$ cat config.mk
export PLATFORM = sky130hd
export DESIGN_NAME = qrs_div_cell
export DESIGN_NICKNAME = d
export VERILOG_FILES = /design/src/rtl/quadratic_root_solver_top_assert.svh /design/src/rtl/qrs_div_cell.sv
export SDC_FILE = /design/constraint.sdc
export NUM_CORES = 1
export LEC_CHECK = 0
export ABC_AREA = 1
export BUFFER_PORTS_ARGS = -buffer_cell sky130_fd_sc_hd__buf_4
export CORE_MARGIN = 2
export CORE_UTILIZATION = 45
export CTS_CLUSTER_DIAMETER = 200
export DETAILED_ROUTE_END_ITERATION = 10
export HOLD_SLACK_MARGIN = 0.03
export PLACE_DENSITY = 0.75
export SLEW_MARGIN = 25
export SYNTH_ARGS = -nofsm -noshare
export SYNTH_HDL_FRONTEND = slang
export SYNTH_SLANG_ARGS = --single-unit
$ cat constraint.sdc
create_clock -name clk -period 1.9 [get_ports clk]
set_clock_uncertainty 0.15 [all_clocks]
set_input_delay 0.19 -clock clk [delete_from_list [all_inputs] [get_ports clk]]
set_output_delay 0.19 -clock clk [all_outputs]
set_load 0.05 [all_outputs]
$ cat src/rtl/quadratic_root_solver_top_assert.svh
// assertion macros for the quadratic root solver
`ifndef QUADRATIC_ROOT_SOLVER_TOP_ASSERT_SVH
`define QUADRATIC_ROOT_SOLVER_TOP_ASSERT_SVH

// same-cycle implication
`define QRS_ASSERT_IMPL(label, ante, cons) \
  label: assert property (@(posedge clk) disable iff (!rst_n) (ante) |-> (cons)) \
    else $error("qrs assertion failed");

// next-cycle implication
`define QRS_ASSERT_NEXT(label, ante, cons) \
  label: assert property (@(posedge clk) disable iff (!rst_n) (ante) |=> (cons)) \
    else $error("qrs assertion failed");

`endif

$ cat src/rtl/qrs_div_cell.sv
// ----------------------------------------------------------------------------
// qrs_div_cell
// One step of the restoring divider chain, two lanes sharing one divisor:
// one quotient bit per lane, registered.
// ----------------------------------------------------------------------------
module qrs_div_cell #(
  parameter int MW     = 34,
  parameter int DMW    = 17,
  parameter int SIDE_W = 4
) (
  input  logic              clk,
  input  logic              rst_n,
  input  logic              en,
  input  logic              in_valid,
  input  logic [DMW-1:0]    in_dm,
  input  logic [MW-1:0]     in_num_p,
  input  logic [DMW-1:0]    in_rem_p,
  input  logic [MW-1:0]     in_num_m,
  input  logic [DMW-1:0]    in_rem_m,
  input  logic [SIDE_W-1:0] in_side,
  output logic              out_valid,
  output logic [DMW-1:0]    out_dm,
  output logic [MW-1:0]     out_num_p,
  output logic [DMW-1:0]    out_rem_p,
  output logic [MW-1:0]     out_num_m,
  output logic [DMW-1:0]    out_rem_m,
  output logic [SIDE_W-1:0] out_side
);

  logic              valid_r;
  logic [DMW-1:0]    dm_r;
  logic [MW-1:0]     num_p_r, num_m_r;
  logic [DMW-1:0]    rem_p_r, rem_m_r;
  logic [SIDE_W-1:0] side_r;

  logic [DMW:0]   t_p, t_m, d_p, d_m;
  logic           ge_p, ge_m;
  logic [MW-1:0]  num_p_nxt, num_m_nxt;
  logic [DMW-1:0] rem_p_nxt, rem_m_nxt;

  // shift in next numerator bit, trial subtract the divisor
  always_comb begin
    t_p       = {in_rem_p, in_num_p[MW-1]};
    t_m       = {in_rem_m, in_num_m[MW-1]};
    ge_p      = (t_p >= {1'b0, in_dm});
    ge_m      = (t_m >= {1'b0, in_dm});
    d_p       = t_p - {1'b0, in_dm};
    d_m       = t_m - {1'b0, in_dm};
    rem_p_nxt = ge_p ? d_p[DMW-1:0] : t_p[DMW-1:0];
    rem_m_nxt = ge_m ? d_m[DMW-1:0] : t_m[DMW-1:0];
    num_p_nxt = {in_num_p[MW-2:0], ge_p};
    num_m_nxt = {in_num_m[MW-2:0], ge_m};
  end

  // valid bit
  always_ff @(posedge clk) begin
    if (!rst_n) begin
      valid_r <= 1'b0;
    end else if (en) begin
      valid_r <= in_valid;
    end
  end

  // data registers
  always_ff @(posedge clk) begin
    if (en) begin
      dm_r    <= in_dm;
      num_p_r <= num_p_nxt;
      num_m_r <= num_m_nxt;
      rem_p_r <= rem_p_nxt;
      rem_m_r <= rem_m_nxt;
      side_r  <= in_side;
    end
  end

  assign out_valid = valid_r;
  assign out_dm    = dm_r;
  assign out_num_p = num_p_r;
  assign out_rem_p = rem_p_r;
  assign out_num_m = num_m_r;
  assign out_rem_m = rem_m_r;
  assign out_side  = side_r;

endmodule

==> results.json <==
{
  "outcome": "finished, final reports clean",
  "syn_area_um2": 6600,
  "synthFlopType": "edfxtp_1",
  "hold_viol": 0,
  "fillers": 893,
  "vias": 6732,
  "crit_arrival_ns": 1.81,
  "synthTopCellsByCount": "nand2_1 (250), edfxtp_1 (123), inv_1 (114)",
  "drive_above_1_share_pct": 37.0,
  "power.share.clock_pct": 34.5,
  "internal_power_uw": 6630,
  "dieArea_um2": 15600,
  "antenna_cells": 0,
  "synth.avg_cell_area_um2": 9.41,
  "period_share_pct": 93.6,
  "min_period_ns": 1.78,
  "required_ns": 1.93,
  "placed_cells": 1218,
  "cts_buffers": 17,
  "synth_xor_area_share_pct": 1.86,
  "dr.pass1.iters": 5,
  "fin_util_pct": 79.1,
  "synth_seq_cells": 124,
  "grt_pass1_vias": 6870,
  "track_usage_pct": 32.9,
  "ios": 251,
  "cts_htree_levels": 4,
  "wl_per_cell_um": 18.7,
  "drt_iter0_markers": 583,
  "layout.cells.non_filler": 1367,
  "wirelength_um": 25600,
  "synth_top_family_by_area": "simple AND/OR/NAND/NOR gates",
  "async_flop_share_pct": 0,
  "initial_core_util_pct": 45.7,
  "place_congestion": 0.953,
  "dpl_cell_area_um2": 9590,
  "grt_max_degree": 36,
  "clk_pin_slew_ns": 0.07,
  "synthCells": 701,
  "nNetsFinal": 1333,
  "drtAntennaViolNets": 0,
  "power.share.switching_pct": 34.2,
  "switchingPower_uw": 3450,
  "power.leakage_uw": 0.00564,
  "rows": 44,
  "pwr_density_cell_nw_per_um2": 883,
  "cp-end-kind": "register",
  "crit_top_cell": "nand2_2",
  "cts_root_buffer": "clkbuf_16",
  "tightestPinTransition_ns": 0.475,
  "cpPeakStageDelay_ns": 0.43,
  "crit_path_max_fanout": 18,
  "synth_compound_gate_area_share_pct": 1.90,
  "hold_path_class": "input port to register",
  "core_um2": 14400,
  "synth_fa_ha_area_share_pct": 7.05,
  "ys_warn_count": 0,
  "synth-edff-count": 123,
  "worst_path_max_delay_cell": "fa_2",
  "port_buffers": 250,
  "clock_path_buffers": 2,
  "multiInputGateArea_um2": 2600,
  "synthMuxAreaShare_pct": 0,
  "tritoncts": "yes",
  "syn-num-nets": 864,
  "via_per_inst": 4.92,
  "path_class": "input port to register",
  "pwr-share-comb_pct": 31.3,
  "synth_top_area_share_pct": 56.0,
  "cp_cell_sequence": "buf_4 > clkinvlp_4 > fa_2 > nand2_1 > nand2_2 > nand3_2 > nand2_2 > nand2_2 > nand2_2 > nand2_4 > nand2_4 > nand2_1 > nand2_1",
  "setup_viol_count_final": 0,
  "rsz0062_at_grt": "no",
  "peakVddDrop_mv": 0.622,
  "yosys.area_share.simple_pct": 25.2,
  "ys_seq_area_share_pct": 56.3,
  "die_h_um": 125,
  "die_w_um": 125,
  "overflow": 0,
  "drv_slew": 0,
  "grt_pass1_wl_um": 39300,
  "max_cap_violations": 0,
  "drc": 0,
  "critPathLaunchType": "input port",
  "synthDistinctLibCells": 35,
  "syn_to_final_growth_pct": 72.9,
  "hpwl_um": 16100,
  "numClockSinks": 124,
  "postCtsSetupBuffers": 0,
  "yosysMostFrequentCell": "nand2_1",
  "seqCellArea_um2": 3710,
  "fin_area_um2": 11400,
  "relSlewSlack_pct": 68.3,
  "synth_top_cell_by_area": "edfxtp_1",
  "insertion_delay_ns": 0.42,
  "ys_top_cells_by_area": "edfxtp_1 (56%), nand2_1 (14%), inv_1 (6.5%)",
  "antenna_found_initial": 0,
  "fmax_mhz": 563,
  "seqPwrFrac_pct": 34.2
}
==> layout by cell type, fill, tap and decap left out, types with 3 or more instances in the layout <==
cell           instances
buf_4                333
dlygate4sd3_1        117
xor2_1                12
nand2_4                4
nand3_2                3
ha_4                  16
nand3_1               58
nand4_1                5
inv_6                  5
nand2_1              246
clkinv_4               3
clkbuf_16             17
inv_2                  6
inv_1                111
nor2_2                 7
nand2_2               22
ha_1                  18
nor2_1                20
a21oi_1               18
bufinv_16              3
buf_12                 6
nor3_1                 4
edfxtp_1             123
==> cells by family after synthesis <==
logic type | after synthesis
buffers and inverters | 126
and+or+nand+nor | 378
xor gates and xnor gates | 14
adders and majority gates | 36
AOI/OAI and AO/OA | 23
DFF | 124
==> power by group through the flow <==
| stage | Clock [uW] | Sequential (uW) | Combinational [uW] |
|---|---|---|---|
| 3_5_place_dp | 0 | 3470 | 2860 |
| 4_1_cts | 3430 | 3420 | 3070 |
| 6_report | 3470 | 3450 | 3150 |
| 5_1_grt | 3630 | 3460 | 3330 |
| 3_3_place_gp | 0 | 3460 | 2810 |
| 2_1_floorplan | 0 | 4410 | 803 |
==> flip-flops by register name, indices dropped and copies added (netlist names) <==
register and count:
out_valid 1, out_num_m 34, out_num_p 34, out_dm 17, out_rem_m 17, out_side 4, out_rem_p 17
==> stage by stage <==
step | power [uW] | worst slack (ns) | hold slack [ns] | TNS [ns]
floorplan | 5210 | -0.0178 | 0.133 | -0.159
global placement | 6280 | -0.223 | 0.218 | -5.28
detailed placement | 6330 | -0.271 | 0.219 | -6.63
CTS | 9920 | 0.195 | 0.0332 | 0
global route | 10400 | 0.00457 | 0.0443 | 0
finish | 10100 | 0.122 | 0.0429 | 0
==> critical path: cells and delay by family <==
kind | cells | cell delay (ns)
buf+inv | 2 | 0.28
simple gates | 10 | 0.89
fa+ha+maj | 1 | 0.43
==> final cells by class <==
cell class | instances | area share [%]
repair buffers | 456 | 33.2
flip-flops and latches | 124 | 32.6
well taps | 184 | 2.02
clock buffers | 18 | 3.76
multi-input cells | 451 | 22.8
inverters | 120 | 4.00
clock inverters | 14 | 1.61
==> layer usage <==
| metal | vias up | wire length (um) | track usage [%] |
|---|---|---|---|
| met5 | - | 0 | 0 |
| met1 | 3102 | 9630 | 38.0 |
| met3 | 68 | 1890 | 7.79 |
| met4 | 0 | 1040 | 13.1 |
| li1 | 3212 | - | - |
| met2 | 350 | 13000 | 59.0 |
==> what timing repair did <==
item	CTS	global route
hold buffers	117	0
endpoints found under the setup margin	0	2
resized for setup	0	6
endpoints found under the hold margin	116	0
==> worst paths after layout <==
path | endpoint | depth (start not counted) | slack [ns] | start
worst min-delay path | out_rem_p[12] | 4 | 0.04 | in_rem_p[11]
worst max-delay path | out_rem_p[2] | 13 | 0.12 | in_dm[1]
worst max register to register | out_valid | 3 | 0.50 | out_valid
worst min register to register | out_valid | 3 | 1.01 | out_valid
Note: power is estimated with default switching activity, not from simulation.
