### src/rtl/quadratic_root_solver_top_assert.svh
// assertion macros for the quadratic root solver
`ifndef QUADRATIC_ROOT_SOLVER_TOP_ASSERT_SVH
`define QUADRATIC_ROOT_SOLVER_TOP_ASSERT_SVH

// same-cycle implication
`define QRS_ASSERT_IMPL(label, ante, cons) \
  label: assert property (@(posedge clk) disable iff (!rst_n) (ante) |-> (cons)) \
    else $error("qrs assertion failed");

// next-cycle implication
`define QRS_ASSERT_NEXT(label, ante, cons) \
  label: assert property (@(posedge clk) disable iff (!rst_n) (ante) |=> (cons)) \
    else $error("qrs assertion failed");

`endif

### src/rtl/qrs_sqrt_cell.sv
// ----------------------------------------------------------------------------
// qrs_sqrt_cell
// One digit cell of the square root chain: consumes two radicand bits and
// produces one root bit, registered.
// ----------------------------------------------------------------------------
module qrs_sqrt_cell #(
  parameter int SW     = 33,
  parameter int RW     = 66,
  parameter int SIDE_W = 4
) (
  input  logic              clk,
  input  logic              rst_n,
  input  logic              en,
  input  logic              in_valid,
  input  logic [RW-1:0]     in_rad,
  input  logic [SW+1:0]     in_rem,
  input  logic [SW-1:0]     in_root,
  input  logic [SIDE_W-1:0] in_side,
  output logic              out_valid,
  output logic [RW-1:0]     out_rad,
  output logic [SW+1:0]     out_rem,
  output logic [SW-1:0]     out_root,
  output logic [SIDE_W-1:0] out_side
);

  logic              valid_r;
  logic [RW-1:0]     rad_r;
  logic [SW+1:0]     rem_r;
  logic [SW-1:0]     root_r;
  logic [SIDE_W-1:0] side_r;

  logic [SW+3:0] cur;
  logic [SW+3:0] trial;
  logic          ge;
  logic [SW+3:0] diff;
  logic [SW+1:0] rem_nxt;
  logic [SW-1:0] root_nxt;

  // trial subtract of (4*root + 1)
  always_comb begin
    cur      = {in_rem, in_rad[RW-1 -: 2]};
    trial    = {2'b00, in_root, 2'b01};
    ge       = (cur >= trial);
    diff     = cur - trial;
    rem_nxt  = ge ? diff[SW+1:0] : cur[SW+1:0];
    root_nxt = {in_root[SW-2:0], ge};
  end

  // valid bit
  always_ff @(posedge clk) begin
    if (!rst_n) begin
      valid_r <= 1'b0;
    end else if (en) begin
      valid_r <= in_valid;
    end
  end

  // data registers
  always_ff @(posedge clk) begin
    if (en) begin
      rad_r  <= in_rad << 2;
      rem_r  <= rem_nxt;
      root_r <= root_nxt;
      side_r <= in_side;
    end
  end

  assign out_valid = valid_r;
  assign out_rad   = rad_r;
  assign out_rem   = rem_r;
  assign out_root  = root_r;
  assign out_side  = side_r;

endmodule

### config.mk
export PLATFORM = sky130hd
export DESIGN_NAME = qrs_sqrt_cell
export DESIGN_NICKNAME = d
export VERILOG_FILES = /design/src/rtl/quadratic_root_solver_top_assert.svh /design/src/rtl/qrs_sqrt_cell.sv
export SDC_FILE = /design/constraint.sdc
export NUM_CORES = 1
export LEC_CHECK = 0
export ABC_AREA = 1
export BUFFER_PORTS_ARGS = -buffer_cell sky130_fd_sc_hd__buf_2
export CAP_MARGIN = 15
export CELL_PAD_IN_SITES_DETAIL_PLACEMENT = 1
export CELL_PAD_IN_SITES_GLOBAL_PLACEMENT = 1
export CORE_ASPECT_RATIO = 1.2
export CORE_UTILIZATION = 40
export DETAILED_ROUTE_END_ITERATION = 10
export PLACE_DENSITY_LB_ADDON = 0.1
export SETUP_SLACK_MARGIN = 0.15
export SYNTH_ARGS = -nofsm -noshare
export SYNTH_HDL_FRONTEND = slang
export SYNTH_SLANG_ARGS = --single-unit
### constraint.sdc
create_clock -name clk -period 3.17 [get_ports clk]
set_input_delay 0.317 -clock clk [delete_from_list [all_inputs] [get_ports clk]]
set_output_delay 0.317 -clock clk [all_outputs]
set_load 0.1 [all_outputs]
==> metrics.md, run 1 <==
| Metric | Value |
|---|---|
| Run status | complete, no violations |
| Die height | 153 um |
| Global Route Usage Sum | 25.8% |
| PwrDens | 674 mW/mm^2 |
| Post-Synth Simple-Gate Area | 24.9% |
| Max-slew headroom at the worst pin | 51.1% |
| Average cell area after synthesis | 9.36 sq um |
| Synthesized netlist cell count | 813 |
| WP data required | 3.35 ns |
| Remaining routing DRC violations | 0 |
| Placed cells | 1339 |
| Portion of the post-synthesis area used by sequential elements | 53.9% |
| Biggest area contributors in the synthesized netlist | edfxtp_1, nand2_1, inv_1 |
| Unrepaired setup endpoints after global routing | false |
| Slowest stage delay, CP | 0.36 ns |
| Width of the die | 128 um |
| CTS clk-pin slew, worst paths | 0.07 ns |
| Growth of design area from synthesis to finish | 30.2% |
| Number of standard cells in the final layout excluding fillers | 1373 |
| Top cell by count, worst path | nand2_1 |
| Post-CTS sizing | 0 |
| Area share of the largest cell type after synthesis | 53.7% |
| Category of the worst setup path launch point | input pin |
| Number of port buffers | 278 |
| Total count of max-transition violations in the final report | 0 |
| WL met1 | 9480 um |
| Hold/Removal Path Class | input pin to flip-flop |
| Floorplan Core Area | 0.0184 sq mm |
| Reported leakage power | 4.94 nW |
| Detail-routed net length per standard cell | 18.1 um |
| Setup CP Type | input pin to flip-flop |
| Number of enable flip-flop cells after synthesis | 136 |
| Starting Density | 41.4% |
| Wire length reported by the detailed router | 24800 um |
| # IOs | 281 |
| TritonCTS buffer count | 17 |
| Number of sinks handled by clock tree synthesis | 137 |
| Flip-flop cell with the highest count after synthesis | edfxtp_1 |
| Post-DR vias/cell | 4.83 |
| Start point of the worst hold path | in_rad[48] |
| Vias | 6629 |
| Largest net degree at the start of global routing | 75 |
| Share of the cycle needed by the critical path after routing | 70.1% |
| Buffering stage count on the worst path with inverters included | 3 |
| Layout Skew | 0 ns |
| Share of the synthesized area in compound gates (AO/OA/AOI/OAI) | 4.93% |
| Global-route wire length before repair | 38000 um |
| Critical path's slowest cell | ha_1 |
| Row count | 54 |
| CTS tree | done |
| Share of synthesized flip-flops with an asynchronous set or reset | 0% |
| Initial detailed-routing violation count | 265 |
| Post-synthesis sequential element count | 137 |
| Wire length on met2 | 13100 um |
| Initial antenna violation count | 5 |
| Area share of fa/ha/maj cells after synthesis | 5.76% |
| Fraction of synthesized area in multiplexers | 0% |
| Maximum buffer depth of the clock tree | 2 |
| Final hold slack | 0.0605 ns |
| # nets final | 1283 |
| Die area | 0.0196 sq mm |
| Setup TNS | 0 ns |
| Share of post-route cells with drive strength above 1 | 34.0% |
| Arrival time worst endpoint | 2.40 ns |
| DR WL met3 | 1600 um |
| Count of endpoints failing hold in the final timing report | 0 |
| Cells along the critical path | buf_2 -> inv_1 -> ha_1 -> a21oi_1 -> nand2_1 -> nand2_1 -> nand2_1 -> a21oi_2 -> nand4_4 -> buf_4 -> nand2_1 -> nand2_1 |
| Post-synth design cell area | 0.00761 sq mm |
| Origin of the worst setup path | in_root[22] |
| Worst VDD drop | 344 uV |
| Gate family responsible for the most delay along the worst path | simple AND/OR/NAND/NOR gates |
| Final HPWL DP | 19000 um |
| Count of endpoints failing setup in the final report | 0 |
| RD Place Congestion | 0.913 |
| Worst setup EP type | flip-flop |
| Most instantiated library cell after synthesis | nand2_1 |
| Final critical path time including I/O delays and setup | 2.22 ns |
| Hold bufs inserted after CTS | 0 |
| Commonest cells in the netlist | nand2_1, inv_1, edfxtp_1, nor2_1, nand3_1 |
| Number of buffers inserted to repair setup after CTS | 0 |
| Depth of the CTS H-tree | 4 |
| Worst-path maximum fanout | 17 |
| Root Driver | clkbuf_16 |
| Upper clock frequency limit | 0.450 GHz |
| Detail Route Antenna Nets | 0 |
| Slew of the pin with the lowest slew margin | 0.734 ns |
| First drt pass iteration count | 4 |
| Post-route total power | 6.68 mW |
| Warnings, synthesis | 0 |
| Highest metal layer with signal wires | met5 |
| Top cell type by total area after synthesis | edfxtp_1 |
| Clk_lat worst skew | 0.43 ns |
| Number of distinct library cells after synthesis | 35 |
| Via count of the first global-routing pass | 6886 |
| Max_cap viols | 0 |
| Sum of overflow across all layers after global routing | 0 |
| Xor/xnor cell area share of the yosys netlist | 1.96% |
| Core occupancy in the finished layout | 53.9% |
| Largest family of logic cells by synthesized area | simple AND/OR/NAND/NOR gates |
| Startpoint of the most critical register-to-register path | out_valid$_SDFFE_PN0P_ |
## cells by family after synthesis
logic type | after synthesis
AOI/OAI and AO/OA | 57
and+or+nand+nor | 411
other | 1
adders and majority gates | 35
buffers and inverters | 155
xor gates and xnor gates | 17
DFF | 137
## report_power, final
| part | internal (mW) | switching, mW |
|---|---|---|
| clock network | 1.26 | 0.867 |
| registers | 2.21 | 0.0563 |
| logic | 0.414 | 1.88 |
## registers in the layout, indices dropped and copies added, names as in the netlist
| name | cells |
|---|---|
| out_root | 33 |
| out_valid | 1 |
| out_rem | 35 |
| out_rad | 64 |
| out_side | 4 |
## worst register-to-register path: stages, from the launching register on
cell	delay, ns
dfxtp_1	0.32
o21ai_0	0.19
a21oi_1	0.09
## metrics by stage
| step | instance area [sq um] | worst slack (ns) |
|---|---|---|
| 4_1_cts | 9900 | 0.954 |
| 6_report | 9910 | 0.947 |
| 5_1_grt | 9910 | 0.799 |
| 3_5_place_dp | 9290 | 0.551 |
| 3_3_place_gp | 9290 | 0.532 |
| 2_1_floorplan | 7610 | 1.23 |
## routing by layer
metal	track usage (%)	up-vias
li1	-	3227
met1	28.3	3136
met2	48.0	227
met3	6.06	33
met4	8.52	6
met5	0	-
## worst paths after layout
| check | end | slack (ns) | cells after the start |
|---|---|---|---|
| setup / recovery | out_rem[17]$_DFFE_PP_ | 0.95 | 12 |
| setup reg to reg | out_valid$_SDFFE_PN0P_ | 2.41 | 2 |
| hold / removal | out_rad[50]$_DFFE_PP_ | 0.06 | 1 |
| hold reg to reg | out_valid$_SDFFE_PN0P_ | 0.64 | 2 |
## cells in the final DEF, fill, tap and decap left out, drive strengths merged, types with 10 or more instances in the layout
cell type / Yosys / final
nand3b: 10 / 10
ha: 35 / 35
inv: 145 / 152
nor2: 64 / 64
clkbuf: 0 / 18
nand2: 253 / 253
edfxtp: 136 / 136
nand3: 67 / 67
o21ai: 22 / 22
a21oi: 26 / 26
buf: 10 / 283
xor2: 16 / 16
## layout make-up
| class | count | area (sq um) |
|---|---|---|
| Antenna cell | 2 | 5.00 |
| Tap cell | 252 | 315 |
| Timing Repair Buffer | 283 | 1460 |
| Clock inverter | 14 | 186 |
| Clock buffer | 18 | 429 |
| Fill cell | 2265 | 8470 |
| Sequential cell | 137 | 4100 |
| Multi-Input combinational cell | 522 | 2870 |
| Inverter | 145 | 544 |
Power figures use the tool's default switching activity.
==> inputs of run 2 (changes only) <==
- CORE_UTILIZATION: 40 -> 37
- clock period: 3.17 -> 2.2 ns (I/O delays scaled with it)
==> metrics.md, run 2 (synthesized netlist as in run 1, its figures left out) <==
| Metric | Value |
|---|---|
| Depth of the CTS H-tree | 4 (unchanged) |
| Growth of design area from synthesis to finish | 50.1% |
| Root Driver | clkbuf_16 |
| First drt pass iteration count | 6 (+2) |
| Filler cell count | 2411 (+6.4%) |
| Worst-path maximum fanout | 19 (+2) |
| CTS tree | done |
| Number of port buffers | 278 (unchanged) |
| Detail-routed net length per standard cell | 18.0 um (-0.57%) |
| Count of endpoints failing setup in the final report | 0 (unchanged) |
| Detail Route Antenna Nets | 0 (unchanged) |
| Final hold slack | 0.0258 ns (-0.0347 ns) |
| TritonCTS buffer count | 17 (unchanged) |
| Sum of overflow across all layers after global routing | 0 (unchanged) |
| Upper clock frequency limit | 0.531 GHz |
| Largest net degree at the start of global routing | 55 (-27%) |
| Leading cell type in the layout, fill and taps excluded | buf_2 |
| Worst VDD drop | 526 uV (+53%) |
| Critical path's slowest cell | ha_1 |
| Cells along the critical path | buf_2 -> inv_1 -> ha_1 -> a21oi_1 -> nand2_1 -> a21oi_2 -> buf_4 -> nor2_1 -> nor2_1 -> nand2_2 -> nand2_8 -> nand3_1 -> nand2_1 |
| Setup CP Type | input pin to flip-flop |
| Number of sinks handled by clock tree synthesis | 137 (unchanged) |
| Floorplan Core Area | 0.0202 sq mm (+9.8%) |
| Post-DR vias/cell | 4.70 (-2.6%) |
| Final critical path time including I/O delays and setup | 1.88 ns |
| Run status | complete, no violations |
| Number of standard cells in the final layout excluding fillers | 1553 (+13%) |
| Reported leakage power | 5.66 nW (+15%) |
| Most used cells in the layout excluding fill and tap cells | buf_2, nand2_1, inv_1 |
| CTS clk-pin slew, worst paths | 0.06 ns (about the same) |
| Slowest stage delay, CP | 0.34 ns (-0.02 ns) |
| Die area | 0.0211 sq mm (+8.0%) |
| Vias | 7302 (+10%) |
| Placed cells | 1422 (+6.2%) |
| Layout Skew | 0 ns (unchanged) |
| Die height | 159 um (+3.9%) |
| Max-slew headroom at the worst pin | 63.9% (+13 points) |
| Maximum buffer depth of the clock tree | 2 (unchanged) |
| Global Route Usage Sum | 27.0% (+1.3 points) |
| Initial antenna violation count | 1 (-4) |
| Category of the worst setup path launch point | input pin |
| Share of the cycle needed by the critical path after routing | 85.7% |
| Via count of the first global-routing pass | 8050 (+17%) |
| Row count | 57 (+5.6%) |
| Share of post-route cells with drive strength above 1 | 35.1% (+1.1 points) |
| Count of endpoints failing hold in the final timing report | 0 (unchanged) |
| Starting Density | 37.7% (-3.7 points) |
| Global-route wire length before repair | 43500 um (+15%) |
| RD Place Congestion | 0.863 (-5.5%) |
| Clk_lat worst skew | 0.43 ns (about the same) |
| Hold/Removal Path Class | input pin to flip-flop |
| Arrival time worst endpoint | 2.17 ns (-0.23 ns) |
| Total count of max-transition violations in the final report | 0 (unchanged) |
| Worst setup EP type | flip-flop |
| Unrepaired setup endpoints after global routing | false |
| PwrDens | 852 mW/mm^2 (+26%) |
| Wire length reported by the detailed router | 27900 um (+12%) |
| Core occupancy in the finished layout | 56.6% (+2.7 points) |
| Initial detailed-routing violation count | 326 (+23%) |
| WP data required | 2.49 ns (-0.86 ns) |
| Slew of the pin with the lowest slew margin | 0.545 ns (-0.189 ns) |
| Remaining routing DRC violations | 0 (unchanged) |
| Setup TNS | 0 ns (unchanged) |
| Max_cap viols | 0 (unchanged) |
| Final HPWL DP | 19900 um (+4.5%) |
| # nets final | 1451 (+13%) |
| Flip-flop count of the largest register after layout | 64 (unchanged) |
| Width of the die | 133 um (+3.9%) |
| # IOs | 281 (unchanged) |
[run 2: cell type report]
class / count / area [sq um] / share of cell area (%)
flip-flops and latches: 137 / 4100 / 35.9
inverters: 145 / 544 / 4.77
repair buffers: 451 / 3000 / 26.3
clock buffers: 18 / 429 / 3.76
diodes: 1 / 2.50 / 0.0219
clock inverters: 14 / 131 / 1.15
multi-input cells: 522 / 2870 / 25.2
well taps: 265 / 332 / 2.90
[run 2: final timing paths]
path | start | end | slack [ns] | cells past startpoint
setup / recovery | in_root[18] | out_rem[23]$_DFFE_PP_ | 0.32 | 13
hold / removal | in_rad[32] | out_rad[34]$_DFFE_PP_ | 0.03 | 1
setup reg to reg | out_valid$_SDFFE_PN0P_ | out_valid$_SDFFE_PN0P_ | 1.43 | 2
hold reg to reg | out_valid$_SDFFE_PN0P_ | out_valid$_SDFFE_PN0P_ | 0.66 | 2
[run 2: where the power goes]
group,internal [mW],total [mW],switching [mW]
clock network,1.50,2.82,1.32
registers,3.18,3.26,0.0785
logic,0.849,3.65,2.80
[run 2: metal layers]
metal	share of wire, %	GRT usage (%)	vias to the layer above
met5	0	0	-
met3	4.5	4.62	48
met4	3.3	11.5	0
met2	53	50.6	225
met1	39	29.6	3460
li1	-	-	3569
[run 2: worst max-delay path: cells and delay by family]
kind                       cells  cell delay, ns
buffers and inverters          3            0.29
AOI/OAI and AO/OA              2            0.43
adders and majority gates      1            0.34
and+or+nand+nor                7            0.88
[run 2: what timing repair did]
action / in CTS / in global routing
hold endpoints to repair: 97 / 0
gates resized for setup: 0 / 1
hold buffers: 97 / 0
setup endpoints to repair: 0 / 19
setup buffers: 0 / 1
[run 2: metrics by stage]
step	power [mW]	cell area (sq um)	worst slack [ns]
after floorplan	5.92	7610	0.358
after global placement	6.74	9860	-0.130
after detailed placement	6.79	9860	-0.209
after CTS	9.74	11400	0.250
after global routing	10.1	11400	0.159
final	9.73	11400	0.315
==> inputs of run 3 (changes only) <==
- BUFFER_PORTS_ARGS: -buffer_cell sky130_fd_sc_hd__buf_2 -> -buffer_cell sky130_fd_sc_hd__clkbuf_2
- clock period: 2.2 -> 2 ns (I/O delays scaled with it)
==> metrics.md, run 3 (synthesized netlist as in run 1, its figures left out) <==
| Metric | Value |
|---|---|
| Hold/Removal Path Class | input pin to flip-flop |
| Die area | 0.0211 sq mm (unchanged) |
| Worst-path maximum fanout | 10 (-9) |
| TritonCTS buffer count | 17 (unchanged) |
| Global-route wire length before repair | 46300 um (+6.4%) |
| RD Place Congestion | 0.854 (-0.97%) |
| WP data required | 2.19 ns (-0.30 ns) |
| # IOs | 281 (unchanged) |
| Number of port buffers | 278 (unchanged) |
| Slew of the pin with the lowest slew margin | 0.600 ns (+0.0555 ns) |
| Unrepaired setup endpoints after global routing | false |
| Post-DR vias/cell | 4.77 (+1.4%) |
| Setup CP Type | input pin to flip-flop |
| Detail-routed net length per standard cell | 19.0 um (+5.8%) |
| Post-Place Worst Slack | -0.446 ns (-0.237 ns) |
| Post-route total power | 11.1 mW (+14%) |
| Count of endpoints failing setup in the final report | 0 (unchanged) |
| Final HPWL DP | 20700 um (+4.0%) |
| Placement-stage cell area | 0.0105 sq mm (+6.1%) |
| Final critical path time including I/O delays and setup | 1.78 ns |
| Via count of the first global-routing pass | 8433 (+4.8%) |
| Flip-flop count of the largest register after layout | 64 (unchanged) |
| Share of post-route cells with drive strength above 1 | 43.1% (+8.0 points) |
| Final design instance area without fill | 0.0124 sq mm (+8.7%) |
| Worst setup EP type | flip-flop |
| Largest net degree at the start of global routing | 38 (-31%) |
| Leading cell type in the layout, fill and taps excluded | clkbuf_2 |
| Die height | 159 um (unchanged) |
| Max_cap viols | 0 (unchanged) |
| Vias | 7793 (+6.7%) |
| Global Route Usage Sum | 28.8% (+1.8 points) |
| Initial detailed-routing violation count | 301 (-7.7%) |
| CTS tree | done |
| First drt pass iteration count | 5 (-1) |
| Worst VDD drop | 475 uV (-9.7%) |
| Wire length reported by the detailed router | 31100 um (+11%) |
| Root Driver | clkbuf_16 |
| Category of the worst setup path launch point | input pin |
| # nets final | 1534 (+5.7%) |
| PwrDens | 891 mW/mm^2 (+4.6%) |
| Worst reg2reg setup slack | 1.30 ns (-0.13 ns) |
| Floorplan Core Area | 0.0202 sq mm (unchanged) |
| Reported leakage power | 6.19 nW (+9.2%) |
| Number of sinks handled by clock tree synthesis | 137 (unchanged) |
| Setup TNS | 0 ns (unchanged) |
| Antenna diode count | 0 (-1) |
| Share of the cycle needed by the critical path after routing | 89.2% |
| Remaining routing DRC violations | 0 (unchanged) |
| CTS clk-pin slew, worst paths | 0.07 ns (about the same) |
| Growth of design area from synthesis to finish | 63.1% |
| Upper clock frequency limit | 0.560 GHz |
| Arrival time worst endpoint | 1.97 ns (-0.20 ns) |
| Width of the die | 133 um (unchanged) |
| Worst Setup Slack, final | 0.215 ns (-0.100 ns) |
| Max-slew headroom at the worst pin | 60.2% (-3.8 points) |
| Run status | complete, no violations |
| Depth of the CTS H-tree | 4 (unchanged) |
| Initial antenna violation count | 0 (-1) |
| Layout Skew | 0 ns (unchanged) |
| Starting Density | 37.7% (unchanged) |
| Row count | 57 (unchanged) |
| Most used cells in the layout excluding fill and tap cells | clkbuf_2, nand2_1, buf_4 |
| Count of endpoints failing hold in the final timing report | 0 (unchanged) |
| Clk_lat worst skew | 0.44 ns (about the same) |
| Total count of max-transition violations in the final report | 0 (unchanged) |
| Detail Route Antenna Nets | 0 (unchanged) |
| Maximum buffer depth of the clock tree | 2 (unchanged) |
| Sum of overflow across all layers after global routing | 0 (unchanged) |
[run 3: changes by cell type in the layout (fill, tap and decap cells not counted), sizes merged]
cell	before	now
diode	1	0
buf	354	158
clkinvlp	3	2
dlygate4sd3	97	96
nand2	253	254
clkinv	3	7
clkbuf	18	296
inv	153	151
[run 3: power breakdown]
group | internal, mW | switching, mW
Combinational | 1.13 | 3.21
Clock | 1.63 | 1.48
Sequential | 3.50 | 0.102
Total | 6.26 | 4.80
[run 3: path summary, 6_finish.rpt]
kind | end | start | cells after the start
max | out_rem[7]$_DFFE_PP_ | in_root[20] | 15
min reg2reg | out_valid$_SDFFE_PN0P_ | out_valid$_SDFFE_PN0P_ | 2
min | out_valid$_SDFFE_PN0P_ | rst_n | 3
max reg2reg | out_valid$_SDFFE_PN0P_ | out_valid$_SDFFE_PN0P_ | 2
[run 3: area by class of cell]
cell class / count / area [sq um]
Clock buffer: 17 / 425
Clock inverter: 15 / 136
Fill cell: 2377 / 7770
Inverter: 145 / 544
Multi-Input combinational cell: 523 / 3210
Sequential cell: 137 / 4100
Tap cell: 265 / 332
Timing Repair Buffer: 533 / 3660
[run 3: worst max-delay path: stages]
cell and delay (ns):
clkbuf_2 0.09, inv_1 0.04, ha_1 0.30, nand2_1 0.09, nand2_1 0.09, nand2_1 0.09, nand2_2 0.07, nand2_1 0.08
nand2_1 0.11, a21oi_2 0.21, nand4_4 0.09, buf_4 0.19, clkbuf_16 0.18, nand2_2 0.07, o21ai_2 0.06
[run 3: through the flow]
stage	instances	hold WS [ns]	utilization, %
after detailed placement	1499	0.379	51.8
final	1635	0.0298	61.5
after CTS	1628	0.00204	59.5
after global placement	1499	0.376	51.8
after floorplan	814	0.293	-
after global routing	1635	0.0477	61.5
[run 3: routing by layer]
layer	global-route usage, %	part of all wire [%]	vias up
met5	0	0	-
met4	12.2	3.5	0
met3	5.35	5.4	60
met2	53.5	53	276
met1	31.9	38	3722
li1	-	-	3735
[run 3: timing repair]
action | in CTS | in global routing
endpoints found under the hold margin | 95 | 1
gates cloned | 0 | 3
resized for setup | 2 | 56
buffers inserted | 2 | 3
pin swaps | 2 | 11
hold buffers | 95 | 1
setup endpoints to repair | 19 | 35
